**config.mk**
```make
export PLATFORM = sky130hd
export DESIGN_NAME = wheel_speed_pi_controller
export DESIGN_NICKNAME = d
export VERILOG_FILES = /design/src/wspi_pkg.sv /design/src/wspi_drive_calc.sv /design/src/wheel_speed_pi_controller.sv
export SDC_FILE = /design/constraint.sdc
export NUM_CORES = 2
export LEC_CHECK = 0
export BUFFER_PORTS_ARGS = -buffer_cell sky130_fd_sc_hd__buf_2
export CORE_ASPECT_RATIO = 0.7
export CORE_MARGIN = 2
export CORE_UTILIZATION = 60
export DETAILED_ROUTE_END_ITERATION = 16
export GPL_TIMING_DRIVEN = 0
export HOLD_SLACK_MARGIN = 0.08
export PLACE_DENSITY = 0.79
export SYNTH_ARGS = -nofsm -noshare
export SYNTH_HDL_FRONTEND = slang
export SYNTH_SLANG_ARGS = --single-unit
```
**constraint.sdc**
```tcl
create_clock -name aclk -period 13.46 [get_ports aclk]
set_clock_uncertainty 0.15 [all_clocks]
set_input_delay 2.692 -clock aclk [delete_from_list [all_inputs] [get_ports aclk]]
set_output_delay 2.692 -clock aclk [all_outputs]
set_load 0.005 [all_outputs]
```
**src/wspi_pkg.sv**
```systemverilog
package wspi_pkg;

    localparam int CountW = 16;
    localparam int GainW  = 16;
    localparam int LimW   = 10;
    localparam int FracW  = 8;
    localparam int ProdW  = GainW + 1 + CountW;
    localparam int SumW   = ProdW + 1;
    localparam int TdataW = 16;

    typedef enum logic [1:0] {
        REG_TARGET_COUNT = 2'd0,
        REG_PROP_GAIN    = 2'd1,
        REG_INTEG_GAIN   = 2'd2,
        REG_OUT_LIMIT    = 2'd3
    } cfg_idx_t;

    localparam logic signed [CountW-1:0] TARGET_RST = 16'sd0;
    localparam logic [GainW-1:0]         PROP_RST   = 16'd4608;
    localparam logic [GainW-1:0]         INTEG_RST  = 16'd38;
    localparam logic [LimW-1:0]          LIMIT_RST  = 10'd900;

    typedef logic signed [ProdW-1:0] prod_t;
    typedef logic [LimW-1:0]         duty_t;

endpackage

```
**src/wspi_drive_calc.sv**
```systemverilog
module wspi_drive_calc (
    input  wspi_pkg::prod_t pterm,
    input  wspi_pkg::prod_t iterm,
    input  wspi_pkg::duty_t limit,
    output wspi_pkg::duty_t drive
);

    localparam int PadW = wspi_pkg::ProdW - wspi_pkg::LimW - wspi_pkg::FracW;

    logic signed [wspi_pkg::ProdW-1:0] lim_q;
    logic signed [wspi_pkg::ProdW-1:0] iterm_c;
    logic signed [wspi_pkg::SumW-1:0]  sum;
    logic signed [wspi_pkg::SumW-1:0]  sum_c;
    logic signed [wspi_pkg::SumW-1:0]  lim_w;

    always_comb begin
        lim_q   = $signed({{PadW{1'b0}}, limit, {wspi_pkg::FracW{1'b0}}});
        lim_w   = {lim_q[wspi_pkg::ProdW-1], lim_q};
        iterm_c = (iterm > lim_q) ? lim_q : iterm;
        sum     = {pterm[wspi_pkg::ProdW-1], pterm} + {iterm_c[wspi_pkg::ProdW-1], iterm_c};
        priority if (sum > lim_w) begin
            sum_c = lim_w;
        end else if (sum < 0) begin
            sum_c = '0;
        end else begin
            sum_c = sum;
        end
        drive = sum_c[wspi_pkg::FracW +: wspi_pkg::LimW];
    end

endmodule

```
**src/wheel_speed_pi_controller.sv**
```systemverilog
// channel | dir | tdata fields (low bit up)         | tuser | tlast
// s_      | in  | pulse_count[15:0]                 | -     | -
// m_      | out | drive_duty[9:0], zero pad [15:10] | -     | -
// cfg_    | in  | write enable, index 0..3, data[15:0]
// One word per cycle unless m_tready stalls; each word passes input then output register.
// Input register holds error and integral; gain multiplies and clamp feed the output register.
// Synchronous active-low reset clears integral and valids and loads config defaults.
// A stall holds the output stage and a full input stage; s_tready is high if either is free.
module wheel_speed_pi_controller (
    input  logic                             aclk,
    input  logic                             aresetn,
    input  logic                             s_tvalid,
    output logic                             s_tready,
    input  logic [wspi_pkg::TdataW-1:0]      s_tdata,   // [15:0] pulse_count
    output logic                             m_tvalid,
    input  logic                             m_tready,
    output logic [wspi_pkg::TdataW-1:0]      m_tdata,   // [9:0] drive_duty, [15:10] zero
    input  logic                             cfg_wr_en,
    input  wspi_pkg::cfg_idx_t               cfg_wr_idx,
    input  logic [wspi_pkg::GainW-1:0]       cfg_wr_data
);

    localparam int GainPadW  = wspi_pkg::ProdW - wspi_pkg::GainW;
    localparam int CountPadW = wspi_pkg::ProdW - wspi_pkg::CountW;

    logic signed [wspi_pkg::CountW-1:0] target_reg;
    logic [wspi_pkg::GainW-1:0]         prop_gain_reg;
    logic [wspi_pkg::GainW-1:0]         integ_gain_reg;
    wspi_pkg::duty_t                    limit_reg;

    logic signed [wspi_pkg::CountW-1:0] integ_reg, integ_next;
    logic signed [wspi_pkg::CountW-1:0] err;

    logic                               v1_reg, v1_next;
    logic                               v2_reg, v2_next;
    logic signed [wspi_pkg::CountW-1:0] err1_reg;
    logic signed [wspi_pkg::CountW-1:0] integ1_reg;
    wspi_pkg::prod_t                    pterm;
    wspi_pkg::prod_t                    iterm;
    wspi_pkg::duty_t                    duty_reg;
    wspi_pkg::duty_t                    duty_calc;

    logic out_free, s_accept;

    always_comb begin
        out_free = !v2_reg || m_tready;
        s_tready = !v1_reg || out_free;
        s_accept = s_tvalid && s_tready;
        err      = target_reg - $signed(s_tdata[wspi_pkg::CountW-1:0]);
        integ_next = s_accept ? (integ_reg + err) : integ_reg;
        v1_next  = s_tready ? s_tvalid : v1_reg;
        v2_next  = out_free ? v1_reg : v2_reg;
        pterm    = $signed({{GainPadW{1'b0}}, prop_gain_reg})
                 * $signed({{CountPadW{err1_reg[wspi_pkg::CountW-1]}}, err1_reg});
        iterm    = $signed({{GainPadW{1'b0}}, integ_gain_reg})
                 * $signed({{CountPadW{integ1_reg[wspi_pkg::CountW-1]}}, integ1_reg});
    end

    always_ff @(posedge aclk) begin
        if (!aresetn) begin
            target_reg     <= wspi_pkg::TARGET_RST;
            prop_gain_reg  <= wspi_pkg::PROP_RST;
            integ_gain_reg <= wspi_pkg::INTEG_RST;
            limit_reg      <= wspi_pkg::LIMIT_RST;
        end else if (cfg_wr_en) begin
            unique case (cfg_wr_idx)
                wspi_pkg::REG_TARGET_COUNT: target_reg     <= $signed(cfg_wr_data);
                wspi_pkg::REG_PROP_GAIN:    prop_gain_reg  <= cfg_wr_data;
                wspi_pkg::REG_INTEG_GAIN:   integ_gain_reg <= cfg_wr_data;
                wspi_pkg::REG_OUT_LIMIT:    limit_reg      <= cfg_wr_data[wspi_pkg::LimW-1:0];
                default: ;
            endcase
        end
    end

    always_ff @(posedge aclk) begin
        if (!aresetn) begin
            integ_reg <= '0;
            v1_reg    <= 1'b0;
            v2_reg    <= 1'b0;
        end else begin
            integ_reg <= integ_next;
            v1_reg    <= v1_next;
            v2_reg    <= v2_next;
        end
    end

    always_ff @(posedge aclk) begin
        if (s_accept) begin
            err1_reg   <= err;
            integ1_reg <= integ_next;
        end
        if (out_free) begin
            duty_reg <= duty_calc;
        end
    end

    wspi_drive_calc u_calc (
        .pterm (pterm),
        .iterm (iterm),
        .limit (limit_reg),
        .drive (duty_calc)
    );

    assign m_tvalid = v2_reg;
    assign m_tdata  = {{(wspi_pkg::TdataW - wspi_pkg::LimW){1'b0}}, duty_reg};

    a_ready_when_out_empty: assert property (@(posedge aclk) disable iff (!aresetn)
        !m_tvalid |-> s_tready)
        else $error("input stalled with empty output stage");

    a_integ_only_on_accept: assert property (@(posedge aclk) disable iff (!aresetn)
        !s_accept |=> $stable(integ_reg))
        else $error("integral changed without an accepted word");

    a_result_holds: assert property (@(posedge aclk) disable iff (!aresetn)
        (m_tvalid && !m_tready) |=> (m_tvalid && $stable(m_tdata)))
        else $error("output word lost during stall");

    a_stage1_feeds: assert property (@(posedge aclk) disable iff (!aresetn)
        (v1_reg && out_free) |=> v2_reg)
        else $error("stage one word dropped");

endmodule

```
# Word-level counts from Yosys, hierarchy flattened
# Cells that the tools add are included.
op_classes:
  n_addsub: 3
  mul: 2
  order_cmp: 3
  n_eq_ne: 3
  muxes: 4
  reduce_logical: 10
op_table:
  columns: ["cell", "count"]
  rows:
  - ["$mul A17 B16 Y33", 2]
  - ["$mux W18", 2]
  - ["$add A33 B33 Y34", 1]
  - ["$gt A34 B19 Y1", 1]
  - ["$lt A34 B1 Y1 const B", 1]
  - ["$gt A33 B19 Y1", 1]
  - ["$mux W33", 1]
  - ["$add A16 B16 Y16", 1]
  - ["$mux W16", 1]
  - ["$sub A16 B16 Y16", 1]
  - ["$reduce_and A2 Y1", 4]
  - ["$eq A2 B2 Y1 const B", 2]
  - ["$eq A2 B1 Y1 const B", 1]
  - ["$logic_not A1 Y1", 2]
  - ["$logic_not A2 Y1", 1]
  - ["$logic_or A1 B1 Y1", 2]
  - ["$logic_and A1 B1 Y1", 1]
totals:
  reg_bits: 118
  in_bits: 39
  out_inout_bits: 18
  elab_cells: 35

# Depth between registers and ports, before layout
logic_depth:
  word_depth: 7
  mapped_depth: 58
  mapped_depth_nobuf: 54

# By module
# Synthesis repeated with hierarchy kept, for this count alone.
unflattened:
  cells_unflattened: 2998
  hier_area_um2: 25878.6
by_module_without_submodules:
  columns: ["module", "n_inst", "cells_per_inst", "area_each_um2", "seq_area_each_um2"]
  rows:
  - ["wheel_speed_pi_controller", 1, 2603, 23089.6, 2782.7]
  - ["wspi_drive_calc", 1, 395, 2788.9, 0.0]

# Least setup slack after synthesis
# No wires, ideal clock.
synth_path:
  path_kind: "reg2reg"
  start: "register integ1_reg[7] (netlist bit)"
  end: "register duty_reg[0], data pin"
  setup_ns: 0.265
  arrival_time_ns: 12.953
  required_time_ns: 13.045
  path_slack_ns: 0.092
  path_stages_with_launch: 57
  n_path_buf: 4
  period_less_slack_ns: 13.368
  path_cell_list: "edfxtp_1 > clkbuf_1 > nand2_1 > fa_1 > inv_1 > fa_1 > inv_1 > fa_1 > inv_1 > fa_1 > fa_1 > inv_1 > fa_1 > inv_1 > ha_1 > clkbuf_1 > a21oi_1 > o21ai_0 > (+21 left out) > a21o_1 > a211o_1 > o21ai_0 > nor2_1 > a31o_2 > xor2_1 > ha_1 > nand4_1 > nand2b_1 > nor3_1 > nand3_1 > a211oi_1 > o2111ai_1 > nor4_1 > nand4_1 > nor4_1 > buf_2 > mux2i_1"
synth_between:
  elab_chain_cells: 7
  elab_cells_between_ends: 8
  classes_between: "add/sub (1); mul (1); order compare (3); mux (3)"
synth_rtl:
  columns: ["item", "line", "source"]
  rows:
  - ["start, declared", "wheel_speed_pi_controller.sv:37", "logic signed [wspi_pkg::CountW-1:0] integ1_reg;"]
  - ["start signal, assigned", "wheel_speed_pi_controller.sv:91", "integ1_reg <= integ_next;"]
  - ["$mul A17 B16 Y33 *", "wheel_speed_pi_controller.sv:56", "* $signed({{CountPadW{integ1_reg[wspi_pkg::CountW-1]}}, integ1_reg});"]
  - ["$gt A33 B19 Y1", "wspi_drive_calc.sv:19", "iterm_c = (iterm > lim_q) ? lim_q : iterm;"]
  - ["$mux W33 *", "wspi_drive_calc.sv:19", null]
  - ["$add A33 B33 Y34 *", "wspi_drive_calc.sv:20", "sum = {pterm[wspi_pkg::ProdW-1], pterm} + {iterm_c[wspi_pkg::ProdW-1], iterm_c};"]
  - ["$lt A34 B1 Y1", "wspi_drive_calc.sv:23", "end else if (sum < 0) begin"]
  - ["$mux W18", "wspi_drive_calc.sv:23", null]
  - ["$mux W18 *", "wspi_drive_calc.sv:21", "priority if (sum > lim_w) begin"]
  - ["net duty_calc[0]", "wheel_speed_pi_controller.sv:41", "wspi_pkg::duty_t duty_calc;"]
  - ["end signal, assigned", "wheel_speed_pi_controller.sv:94", "duty_reg <= duty_calc;"]
  - ["end, declared", "wheel_speed_pi_controller.sv:40", "wspi_pkg::duty_t duty_reg;"]
# The timed path passes the listed nets; every way through them passes the cells marked *.
# A chain may end at the register's enable or synchronous reset.

# Final worst setup path
layout_path:
  start: "register integ1_reg[5] (netlist bit)"
  end: "register duty_reg[7], data pin"
# Same word-level chain as after synthesis.

==> impl_metrics.yaml <==
floorplanning:
  die_x_um: 248
  die_h_um: 175
  dieArea_um2: 43200
  start_util_pct: 60.9
  core-area_um2: 41000
  num_rows: 62
  pin_count: 57
placed_design:
  dp_slack_ps: -2610
  dp_hpwl_um: 63200
  gp_congestion: 0.994
  numPortBuffers: 49
  dp_cells: 3441
sta:
  hold_viol: 0
  fin_ws_ps: -917
  fmax_ghz: 0.0696
  fin_crit_ps: 14380
  rsz0062_at_grt: "yes"
  drv_slew: 0
  min_period_over_period_pct: 107
  slew_headroom_pct: 12.4
  tightest_slew_ps: 1310
  setup_viol: 10
clocking:
  clk_path_buf_depth: 2
  cts.sinks: 118
  ctsHoldBuffers: 0
  cts_tree: "built"
  cts_max_level: 4
  ctsRootBufferMaster: "clkbuf_16"
  numCtsBuffers: 17
  clk_pin_slew_ps: 70
  clock_latency_ps: 440
worst_setup_path:
  worst-path-buf-inv: 12
  worst_path_dominant_cell_family: "adder cells"
  worst-setup-path-type: "flip-flop to flip-flop"
  crit_slowest_cell: "fa_2"
  worstPathRequired_ps: 13570
  end_kind: "flip-flop"
  reg2reg_slack_ps: -920
  crit_fanout: 6
  crit_path_frequent_cell: "fa_1"
  arrival_ps: 14490
  slowest_delay_ps: 670
  cp-start-kind: "flip-flop"
yosys:
  avgSynthCellArea_um2: 8.77
  synth_cells: 2843
  synth-edff-count: 42
  syn_area_um2: 24900
  netlist-cell-type-count: 81
  async_reset_ff_share_pct: 0
  synth_warnings: 0
  synth-main-ff-cell: "dfxtp_1"
  ys_seq_elements: 118
  seq_area_frac_synth_pct: 11.2
routing:
  drtIter0Drc: 2575
  drc: 0
  viasPerCell: 6.08
  totalWireLength_um: 81800
  drtAntennaViolNets: 0
  first_pass_iters: 6
  avgRoutedWirePerCell_um: 23.0
  vias: 21587
finish:
  post-route-util_pct: 69.0
  fill_cells: 3116
  multi_input_area_um2: 20600
  nets: 3747
  seq_area_um2: 2810
  drive_above_1_share_pct: 13.0
  instances_no_fill: 3553
  area_growth_syn_to_layout_pct: 13.3
global_routing:
  grt-ovfl-total: 0
  grt_max_degree: 34
  grt_use_total_pct: 37.6
  antenna_found_initial: 5
  grt_first_pass_wirelength_um: 121000
  grt_pass1_vias: 21292
status:
  status: "finished with violations"
  violations: "negative setup slack"
min_path:
  min_path_type: "flip-flop to flip-flop"
job:
  cap_violations: 0
-- tightest hold or removal path: stages, from the launching register on --
cell and delay, ps:
dfxtp_1 310, nand2_1 50, a21oi_1 50
-- metal layers --
metal / global-route usage (%) / wire length (µm)
met5: 0 / 41
met4: 7.71 / 2240
met3: 17.2 / 14000
met2: 50.9 / 32400
met1: 55.1 / 33100
-- synthesized netlist by cell type, drive strengths merged (7+ instances only) --
cell    number  share of area (%)
inv        546                8.2
nand2      449                6.8
fa         423                 34
ha         292                 15
and2       252                6.3
a21oi      124                2.5
clkbuf      96                1.4
dfxtp       76                6.1
o21ai       52                1.0
nor2        51               0.77
edfxtp      42                5.1
xnor2       39                1.4
a21o        38                1.1
nand2b      33               0.83
xor2        28               0.98
nand3       27               0.54
nor3        25               0.50
nor2b       20               0.50
and3        17               0.43
o21a        15               0.45
mux2i       14               0.56
buf         13               0.35
o211ai      12               0.36
nand4       11               0.28
a211oi      10               0.30
mux2        10               0.45
o21bai      10               0.30
o31ai        8               0.26
or3          8               0.20
a31o         7               0.25
a31oi        7               0.18
-- cell usage in the layout (no fill, tap or decap), types with 11 or more instances in the layout --
cell,instances
a21o_1,38
a21oi_1,117
and2_1,242
and3_1,17
buf_2,53
buf_4,79
buf_6,13
clkbuf_1,63
clkbuf_16,17
dfxtp_1,64
edfxtp_1,42
fa_1,410
fa_2,13
ha_1,259
ha_4,30
inv_1,524
inv_2,21
nand2_1,445
nand2b_1,32
nand3_1,24
nand4_1,11
nor2_1,48
nor2b_1,19
nor3_1,21
o211ai_1,12
o21a_1,15
o21ai_0,39
xnor2_1,35
xor2_1,23
-- stage by stage --
step,hold WS (ps),area [µm²],setup TNS [ps]
after floorplan,286,24900,0
after global placement,296,25900,-24680
after detailed placement,299,25900,-25550
after CTS,307,27700,-5220
after global routing,319,28200,-11730
final,309,28200,-8900
-- path summary, 6_finish.rpt --
path	from	endpoint	depth (start not counted)
worst max-delay path	integ1_reg[5]	duty_reg[7]	53
worst min-delay path	target_reg[0]	target_reg[0]	2
worst max register to register	integ1_reg[5]	duty_reg[7]	53
worst min register to register	target_reg[0]	target_reg[0]	2
-- cells by family after synthesis --
family,Yosys count,share of synthesized area [%]
adder cells (fa/ha/maj),715,48.6
AND/OR/NAND/NOR,925,18.1
multiplexers,24,1.01
flip-flops,118,11.2
buffers and inverters,656,10.0
XOR/XNOR,67,2.35
other,1,0.0150
AO/OA/AOI/OAI,337,8.69
-- layout make-up --
class	count	share of cell area (%)
multi-input cells	2074	73.0
flip-flops and latches	118	9.94
inverters	547	7.28
repair buffers	129	3.17
well taps	544	2.41
plain buffers	106	2.18
clock buffers	17	1.51
clock inverters	15	0.434
diodes	3	0.0266
-- what timing repair did --
item,in CTS,in global routing
gates resized for setup,220,98
pin swaps,72,50
setup endpoints to repair,10,10
setup buffers,56,21
gates cloned,3,0
Power is left out: the tool's default activity adds up to more than one toggle a clock period on the data nets, which glitch-free logic cannot reach.
